File: config.mk
export PLATFORM = sky130hd
export DESIGN_NAME = ccfar_cell
export DESIGN_NICKNAME = d
export VERILOG_FILES = /design/src/rtl/assert_macros.svh /design/src/rtl/ccfar_pkg.sv /design/src/rtl/ccfar_cell.sv
export SDC_FILE = /design/constraint.sdc
export NUM_CORES = 1
export LEC_CHECK = 0
export BUFFER_PORTS_ARGS = -buffer_cell sky130_fd_sc_hd__buf_2
export CAP_MARGIN = 5
export CORE_ASPECT_RATIO = 1.1
export CORE_MARGIN = 1.5
export CORE_UTILIZATION = 42
export DETAILED_ROUTE_END_ITERATION = 10
export PLACE_DENSITY = 0.95
export SLEW_MARGIN = 20
export SYNTH_ARGS = -nofsm -noshare
export SYNTH_HDL_FRONTEND = slang
export SYNTH_SLANG_ARGS = --single-unit
File: constraint.sdc
create_clock -name clk -period 4.5 [get_ports clk]
set_input_delay 0.675 -clock clk [delete_from_list [all_inputs] [get_ports clk]]
set_output_delay 0.675 -clock clk [all_outputs]
set_load 0.05 [all_outputs]
File: src/rtl/assert_macros.svh
// Assertion macros used by the detector top level.
`ifndef ASSERT_MACROS_SVH
`define ASSERT_MACROS_SVH

`ifndef SYNTHESIS
`define ASSERT_CLKD(name, prop, msg) \
	name: assert property (@(posedge clk) disable iff (!arst_n) prop) else $error(msg);
`define ASSERT_CLK(name, prop, msg) \
	name: assert property (@(posedge clk) prop) else $error(msg);
`else
`define ASSERT_CLKD(name, prop, msg)
`define ASSERT_CLK(name, prop, msg)
`endif

`endif

File: src/rtl/ccfar_pkg.sv
// Package with the constants, types and geometry function of the CFAR detector.
package ccfar_pkg;

	localparam int MAX_CELLS     = 64;
	localparam int SAMPLE_BITS   = 12;
	localparam int IDX_BITS      = $clog2(MAX_CELLS);
	localparam int TREE_LEVELS   = IDX_BITS;
	localparam int TREE_LEAVES   = 1 << TREE_LEVELS;
	localparam int SUM_BITS      = SAMPLE_BITS + IDX_BITS;
	localparam int WL_BITS       = 7;
	localparam int GUARD_BITS    = 5;
	localparam int CUT_BITS      = 6;
	localparam int SCALE_BITS    = 24;
	localparam int CFG_DATA_BITS = 24;
	localparam int THR_BITS      = 42;
	localparam int FRAC_BITS     = 16;
	localparam int CALC_BITS     = ((IDX_BITS > GUARD_BITS) ? IDX_BITS : GUARD_BITS) + 2;
	localparam int PIPE_STAGES   = TREE_LEVELS + 3;

	localparam logic [WL_BITS-1:0]    RESET_WL    = WL_BITS'(16);
	localparam logic [GUARD_BITS-1:0] RESET_GUARD = GUARD_BITS'(2);
	localparam logic [CUT_BITS-1:0]   RESET_CUT   = CUT_BITS'(8);
	localparam logic [SCALE_BITS-1:0] RESET_SCALE = SCALE_BITS'(65536);

	typedef enum logic [1:0] {
		REG_WINDOW_LENGTH   = 2'd0,
		REG_GUARD_CELLS     = 2'd1,
		REG_CUT_INDEX       = 2'd2,
		REG_THRESHOLD_SCALE = 2'd3
	} cfg_reg_t;

	typedef struct packed {
		logic                front_ok;
		logic [IDX_BITS-1:0] front_end;
		logic                back_ok;
		logic [IDX_BITS-1:0] back_start;
		logic [IDX_BITS-1:0] last;
		logic [IDX_BITS-1:0] cut;
		logic [IDX_BITS-1:0] warm_load;
	} geom_t;

	typedef struct packed {
		logic [SAMPLE_BITS-1:0] fmax;
		logic [SAMPLE_BITS-1:0] bmax;
		logic [SUM_BITS-1:0]    sum;
		logic [SAMPLE_BITS-1:0] cutv;
	} node_t;

	function automatic geom_t calc_geom(logic [WL_BITS-1:0] wl, logic [GUARD_BITS-1:0] gc,
			logic [CUT_BITS-1:0] ci);
		logic [CALC_BITS-1:0] n;
		logic [CALC_BITS-1:0] c;
		logic [CALC_BITS-1:0] g;
		logic [CALC_BITS-1:0] bs;
		geom_t r;
		n = CALC_BITS'(wl);
		if (n < CALC_BITS'(3)) begin
			n = CALC_BITS'(3);
		end
		if (n > CALC_BITS'(MAX_CELLS)) begin
			n = CALC_BITS'(MAX_CELLS);
		end
		c = CALC_BITS'(ci);
		if (c < CALC_BITS'(1)) begin
			c = CALC_BITS'(1);
		end
		if (c > n - CALC_BITS'(2)) begin
			c = n - CALC_BITS'(2);
		end
		g = CALC_BITS'(gc);
		bs = c + g + CALC_BITS'(1);
		r.front_ok   = g < c;
		r.front_end  = IDX_BITS'(c - g - CALC_BITS'(1));
		r.back_ok    = bs <= n - CALC_BITS'(1);
		r.back_start = IDX_BITS'(bs);
		r.last       = IDX_BITS'(n - CALC_BITS'(1));
		r.cut        = IDX_BITS'(c);
		r.warm_load  = IDX_BITS'(c + CALC_BITS'(1));
		return r;
	endfunction

	localparam geom_t RESET_GEOM = calc_geom(RESET_WL, RESET_GUARD, RESET_CUT);

endpackage

File: src/rtl/ccfar_cell.sv
// One window cell: holds a sample, passes it on, and classifies its next value.
module ccfar_cell (
	input  logic                             clk,
	input  logic                             arst_n,
	input  logic                             clear,
	input  logic                             shift,
	input  logic [ccfar_pkg::SAMPLE_BITS-1:0] din,
	input  logic [ccfar_pkg::IDX_BITS-1:0]    idx,
	input  ccfar_pkg::geom_t                  geom,
	output logic [ccfar_pkg::SAMPLE_BITS-1:0] dout,
	output ccfar_pkg::node_t                  leaf
);
	import ccfar_pkg::*;

	logic [SAMPLE_BITS-1:0] value_q;
	logic                   in_front;
	logic                   in_back;
	logic                   at_cut;

	always_ff @(posedge clk or negedge arst_n) begin
		if (!arst_n) begin
			value_q <= '0;
		end else if (clear) begin
			value_q <= '0;
		end else if (shift) begin
			value_q <= din;
		end
	end

	assign dout     = value_q;
	assign in_front = geom.front_ok && (idx <= geom.front_end);
	assign in_back  = geom.back_ok && (idx >= geom.back_start) && (idx <= geom.last);
	assign at_cut   = idx == geom.cut;

	always_comb begin
		leaf.fmax = in_front ? din : '0;
		leaf.bmax = in_back ? din : '0;
		leaf.sum  = (in_front || in_back) ? SUM_BITS'(din) : '0;
		leaf.cutv = at_cut ? din : '0;
	end

endmodule

==> results of run 1 <==
==> synthesized netlist by cell type <==
cell type,n,area share (%)
nor2b_2,10,6.1
buf_6,2,1.6
buf_2,2,0.70
and3_1,12,5.2
mux2i_1,12,8.4
o32ai_2,2,2.3
dfrtp_1,12,21
nor2_1,14,3.7
ha_1,18,16
a21o_1,2,1.0
o221ai_1,1,0.61
a32oi_2,1,1.1
and2_2,2,1.0
buf_4,6,3.1
nand2b_1,3,1.3
xnor2_1,4,2.4
conb_1,1,0.26
a21oi_2,1,0.61
a21oi_1,6,2.1
nand4_2,1,0.87
xor2_1,2,1.2
nand2_1,5,1.3
and3_4,1,0.78
inv_1,18,4.7
nor3_1,1,0.35
nand4_1,3,1.3
nor2b_1,2,0.87
and2_1,22,9.6
clkbuf_1,3,0.78
==> layer usage <==
metal	vias to the layer above	part of all wire [%]	GRT usage (%)
met5	-	0	0
met4	0	2.8	12.2
met3	12	6.1	5.47
met2	76	52	43.1
met1	726	39	26.5
li1	755	-	-
==> layout make-up <==
type,instances,area (µm²)
clock buffer,4,36.3
fill,267,1310
inverter,18,67.6
multi-input combinational,131,997
sequential,12,300
tap,36,45.0
timing repair buffer,109,551
==> kinds of logic after synthesis <==
| logic type | Yosys count |
|---|---|
| mux | 12 |
| simple gates | 76 |
| other cells | 1 |
| fa+ha+maj | 18 |
| xor+xnor | 6 |
| buf+inv | 31 |
| compound gates | 13 |
| flops | 12 |
==> where the power goes <==
group	switching, µW	internal (µW)	leakage, µW
Sequential	3.53	114	0.000159
Combinational	196	78.8	0.00111
Clock	39.0	49.2	0.0000210
==> placed cells by master (no fill, tap or decap) <==
cell / count
a21o_1: 2
a21oi_1: 6
a21oi_2: 1
a32oi_2: 1
and2_1: 22
and2_2: 2
and3_1: 12
and3_4: 1
buf_2: 107
buf_4: 2
clkbuf_4: 3
clkbuf_8: 1
conb_1: 6
dfrtp_1: 12
ha_1: 18
inv_1: 18
mux2i_1: 12
nand2_1: 5
nand2b_1: 3
nand4_1: 3
nand4_2: 1
nor2_1: 14
nor2b_1: 2
nor2b_2: 10
nor3_1: 1
o221ai_1: 1
o32ai_2: 2
xnor2_1: 4
xor2_1: 2
==> per-stage QoR <==
step | utilization, % | worst slack, ns | hold WS (ns) | power, µW | area [µm²]
floorplan | - | 1.47 | 0.379 | 324 | 1450
global placement | 59.4 | 1.13 | 0.497 | 386 | 1960
detailed placement | 59.4 | 1.06 | 0.512 | 393 | 1960
CTS | 60.5 | 1.05 | 0.270 | 479 | 2000
global route | 60.5 | 0.908 | 0.271 | 505 | 2000
finish | 60.5 | 1.03 | 0.264 | 480 | 2000
==> worst paths after layout <==
check | startpoint | endpoint | slack, ns | depth (start not counted)
setup / recovery | idx[5] | leaf[12] | 1.03 | 9
hold / removal | arst_n | dout[3]$_DFFE_PN0P_ | 0.26 | 1
setup reg to reg | dout[2]$_DFFE_PN0P_ | dout[2]$_DFFE_PN0P_ | 3.74 | 2
hold reg to reg | dout[9]$_DFFE_PN0P_ | dout[9]$_DFFE_PN0P_ | 0.53 | 2
max in group asynchronous | arst_n | dout[7]$_DFFE_PN0P_ | 4.02 | 1
min in group clk | dout[9]$_DFFE_PN0P_ | dout[9]$_DFFE_PN0P_ | 0.53 | 2
==> impl_metrics.json, run 1 <==
{
  "crit_family": "compound AO/OA/AOI/OAI gates",
  "power.density_nw_per_um2": 241,
  "cp-end-kind": "output pin",
  "synth_compound_area_share_pct": 7.76,
  "crit_type": "input port to output pin",
  "synth_top_family_by_area": "simple AND/OR/NAND/NOR gates",
  "pin_count": 120,
  "yosys.area_share.simple_pct": 32.4,
  "synth-adder-area-share_pct": 15.7,
  "slew_violations": 0,
  "cts_made_buffers": 3,
  "die_x_um": 58.7,
  "rows": 22,
  "critPathRequiredTime_ns": 3.83,
  "finalNetCount": 347,
  "dp_cells": 306,
  "overflow": 0,
  "drt_iter0_markers": 52,
  "htreeDepth": 1,
  "max_stage_delay_ns": 0.69,
  "maxSlewHeadroom_pct": 42.8,
  "grt_pass1_vias": 1590,
  "status": "finished clean",
  "netlist_instances": 169,
  "fin_skew_ns": 0,
  "grtUsageTotal_pct": 24.4,
  "clk-insertion-delay-late_ns": 0.27,
  "core_um2": 3300,
  "cp-start-kind": "input port",
  "grt_pass1_wl_mm": 7.03,
  "crit_buf_inv": 3,
  "viasPerCell": 5.06,
  "yosys_warnings": 0,
  "p_leak_uw": 0.00129,
  "antenna_left": 0,
  "wirelength_mm": 4.43,
  "wl_per_cell_um": 14.3,
  "worstPathArrival_ns": 2.80,
  "synth_area_um2": 1440,
  "drv_cap": 0,
  "muxShareOfSynthArea_pct": 8.37,
  "hold_viol": 0,
  "critPathMostFrequentCell": "buf_2",
  "area_delta_synth_final_pct": 39.1,
  "fin_cells": 310,
  "final-setup-viol-count": 0,
  "initial_core_util_pct": 43.4,
  "largest_register_ffs": 12,
  "dp_hpwl_mm": 3.62,
  "hold_path.class": "input port to async pin",
  "cp_max_fo": 13,
  "path_cells": "buf_2, ha_1, nand4_1, a21oi_1, o32ai_2, buf_4, a32oi_2, nor2b_1, buf_2",
  "tightest_slew_ns": 0.858,
  "antenna_cells": 0,
  "synth_area_per_cell_um2": 8.49,
  "post-cts-setup-buffer-count": 0,
  "antenna_found_initial": 0,
  "clk_transition_reported_paths_ns": 0.08,
  "root_buffer": "clkbuf_4",
  "cts_tree": "done",
  "portBuffers": 107,
  "rsz0062_at_grt": "no",
  "fp.dieH_um": 64.3,
  "setup_tns_ns": 0,
  "clock_path_buffers": 2,
  "layout-drive-gt1-share_pct": 47.8,
  "irDropWorstVdd_v": 0.000232,
  "ys_seq_elements": 12,
  "fmaxAchievable_mhz": 288,
  "route.detailed.drc": 0,
  "dieArea_um2": 3780,
  "synth_cell_type_count": 29,
  "vias": 1569,
  "ctsResizeCount": 0,
  "yosysSeqAreaShare_pct": 20.9,
  "fin_crit_ns": 3.47,
  "grt_max_degree": 14,
  "drt_pre_antenna_iters": 4,
  "synth-xor-area-share_pct": 3.66,
  "finalCritPeriodShare_pct": 77.1,
  "crit_slowest_cell": "a32oi_2",
  "gp_congestion": 0.804,
  "ctsHoldBuffers": 0,
  "clkSinkCount": 12
}
No activity file was read; power rests on OpenSTA's default activity.
==> inputs of run 2 (changes only) <==
--- a/config.mk
+++ b/config.mk
@@ -9,9 +9,9 @@
 export CAP_MARGIN = 5
 export CORE_ASPECT_RATIO = 1.1
 export CORE_MARGIN = 1.5
-export CORE_UTILIZATION = 42
+export CORE_UTILIZATION = 39
 export DETAILED_ROUTE_END_ITERATION = 10
-export PLACE_DENSITY = 0.95
+export PLACE_DENSITY = 0.9
 export SLEW_MARGIN = 20
 export SYNTH_ARGS = -nofsm -noshare
 export SYNTH_HDL_FRONTEND = slang
==> constraint.sdc (replaced) <==
create_clock -name clk -period 3.26 [get_ports clk]
set_input_delay 0.489 -clock clk [delete_from_list [all_inputs] [get_ports clk]]
set_output_delay 0.489 -clock clk [all_outputs]
set_load 0.05 [all_outputs]
==> run 2 against run 1 <==
Against the previous run: largest power group unchanged; sequential share of layout area is 0.066 points lower; clock skew stayed put; global-route usage is 4.8 points lower; core utilization is 2.2 points lower; clock-buffer cell count is 1 lower; register-to-register slack worse by 1.2 ns; sequential cell count stayed put; highest routed layer unchanged; final cell count is 3.9% higher; non-clock buffer count is 1 higher; combinational power is 38% higher.
==> impl_metrics.json, run 2 (same netlist as run 1, synthesis figures left out) <==
{
  "drt_pre_antenna_iters": 4,
  "cp_max_fo": 12,
  "largest_register_ffs": 12,
  "ctsHoldBuffers": 0,
  "portBuffers": 107,
  "setup_tns_ns": 0,
  "drv_cap": 0,
  "grt_pass1_vias": 1440,
  "rows": 22,
  "dp_hpwl_mm": 3.40,
  "mostFrequentLayoutCell": "buf_2",
  "p_leak_uw": 0.00129,
  "root_buffer": "clkbuf_4",
  "viasPerCell": 4.74,
  "hold_viol": 0,
  "cp-end-kind": "output pin",
  "pin_count": 120,
  "crit_type": "input port to output pin",
  "layout_common_cells": "buf_2, and2_1, inv_1, ha_1, nor2_1",
  "hold_path.class": "input port to async pin",
  "critPathRequiredTime_ns": 2.77,
  "overflow": 0,
  "antenna_cells": 0,
  "finalNetCount": 348,
  "grt_max_degree": 14,
  "fin_cells": 322,
  "drt_iter0_markers": 50,
  "fin_skew_ns": 0,
  "die_x_um": 60.8,
  "post-cts-setup-buffer-count": 0,
  "core_um2": 3440,
  "clk_transition_reported_paths_ns": 0.07,
  "gp_congestion": 0.758,
  "clkSinkCount": 12,
  "clk-insertion-delay-late_ns": 0.26,
  "dieArea_um2": 4050,
  "rsz0062_at_grt": "no",
  "worstPathArrival_ns": 2.30,
  "grtUsageTotal_pct": 19.5,
  "wl_per_cell_um": 12.7,
  "final-setup-viol-count": 0,
  "area_delta_synth_final_pct": 39.8,
  "irDropWorstVdd_v": 0.000225,
  "initial_core_util_pct": 41.7,
  "placed_area_um2": 1980,
  "fmaxAchievable_mhz": 358,
  "slew_violations": 0,
  "total_power_uw": 628,
  "antenna_left": 0,
  "multi_input_area_um2": 997,
  "cp-start-kind": "input port",
  "fp.dieH_um": 66.6,
  "antenna_found_initial": 0,
  "regArea_um2": 300,
  "power.density_nw_per_um2": 313,
  "clock_path_buffers": 2,
  "fillers": 302,
  "layout-drive-gt1-share_pct": 47.8,
  "final_area_um2": 2010,
  "status": "finished clean",
  "wirelength_mm": 4.09,
  "ctsResizeCount": 0,
  "vias": 1525,
  "htreeDepth": 1,
  "dp_cells": 319,
  "cts_made_buffers": 3,
  "finalCritPeriodShare_pct": 85.7,
  "cts_tree": "done",
  "fin_crit_ns": 2.79,
  "route.detailed.drc": 0,
  "grt_pass1_wl_mm": 6.02
}
## run 2: cell count changes in the layout (fill, tap and decap cells not counted), sizes merged
cell    change
buf         +1
clkbuf      -1
## run 2: per-stage QoR
stage	worst slack, ns	utilization [%]	hold slack [ns]
2_1_floorplan	0.600	-	0.193
3_3_place_gp	0.495	57.6	0.378
3_5_place_dp	0.479	57.6	0.380
4_1_cts	0.464	58.3	0.0940
5_1_grt	0.332	58.3	0.0967
6_report	0.466	58.3	0.0856
## run 2: power by group
part,internal (µW),leakage (µW),switching (µW)
clock,42.6,0.0000138,44.7
sequential,157,0.000159,4.74
combinational,111,0.00112,268
total,310,0.00129,317
## run 2: area by class of cell
cell class	count	area share, %
Tap cell	48	2.99
Clock buffer	3	1.12
Inverter	18	3.37
Sequential cell	12	15.0
Multi-Input combinational cell	131	49.7
Timing Repair Buffer	110	27.8
## run 2: path summary, 6_finish.rpt
| kind | start | to | slack (ns) | depth (start not counted) |
|---|---|---|---|---|
| setup / recovery | idx[5] | leaf[23] | 0.47 | 8 |
| hold / removal | arst_n | dout[10]$_DFFE_PN0P_ | 0.09 | 1 |
| setup reg to reg | dout[11]$_DFFE_PN0P_ | dout[11]$_DFFE_PN0P_ | 2.56 | 2 |
| hold reg to reg | dout[0]$_DFFE_PN0P_ | dout[0]$_DFFE_PN0P_ | 0.52 | 2 |
| max in group asynchronous | arst_n | dout[0]$_DFFE_PN0P_ | 2.96 | 1 |
| min in group clk | din[3] | dout[3]$_DFFE_PN0P_ | 0.52 | 3 |
## run 2: critical path: stages
cell and delay (ns):
buf_2 0.14, ha_1 0.35, a21o_1 0.20, o32ai_2 0.35, a32oi_2 0.15, buf_4 0.22, nor2b_1 0.12, buf_2 0.27
## run 2: metal layers
metal	global-route usage, %	share of wire [%]	vias up
met3	2.52	6.5	2
met1	21.7	42	690
met2	37.4	51	77
met4	5.71	0.51	0
met5	0	0	-
li1	-	-	756
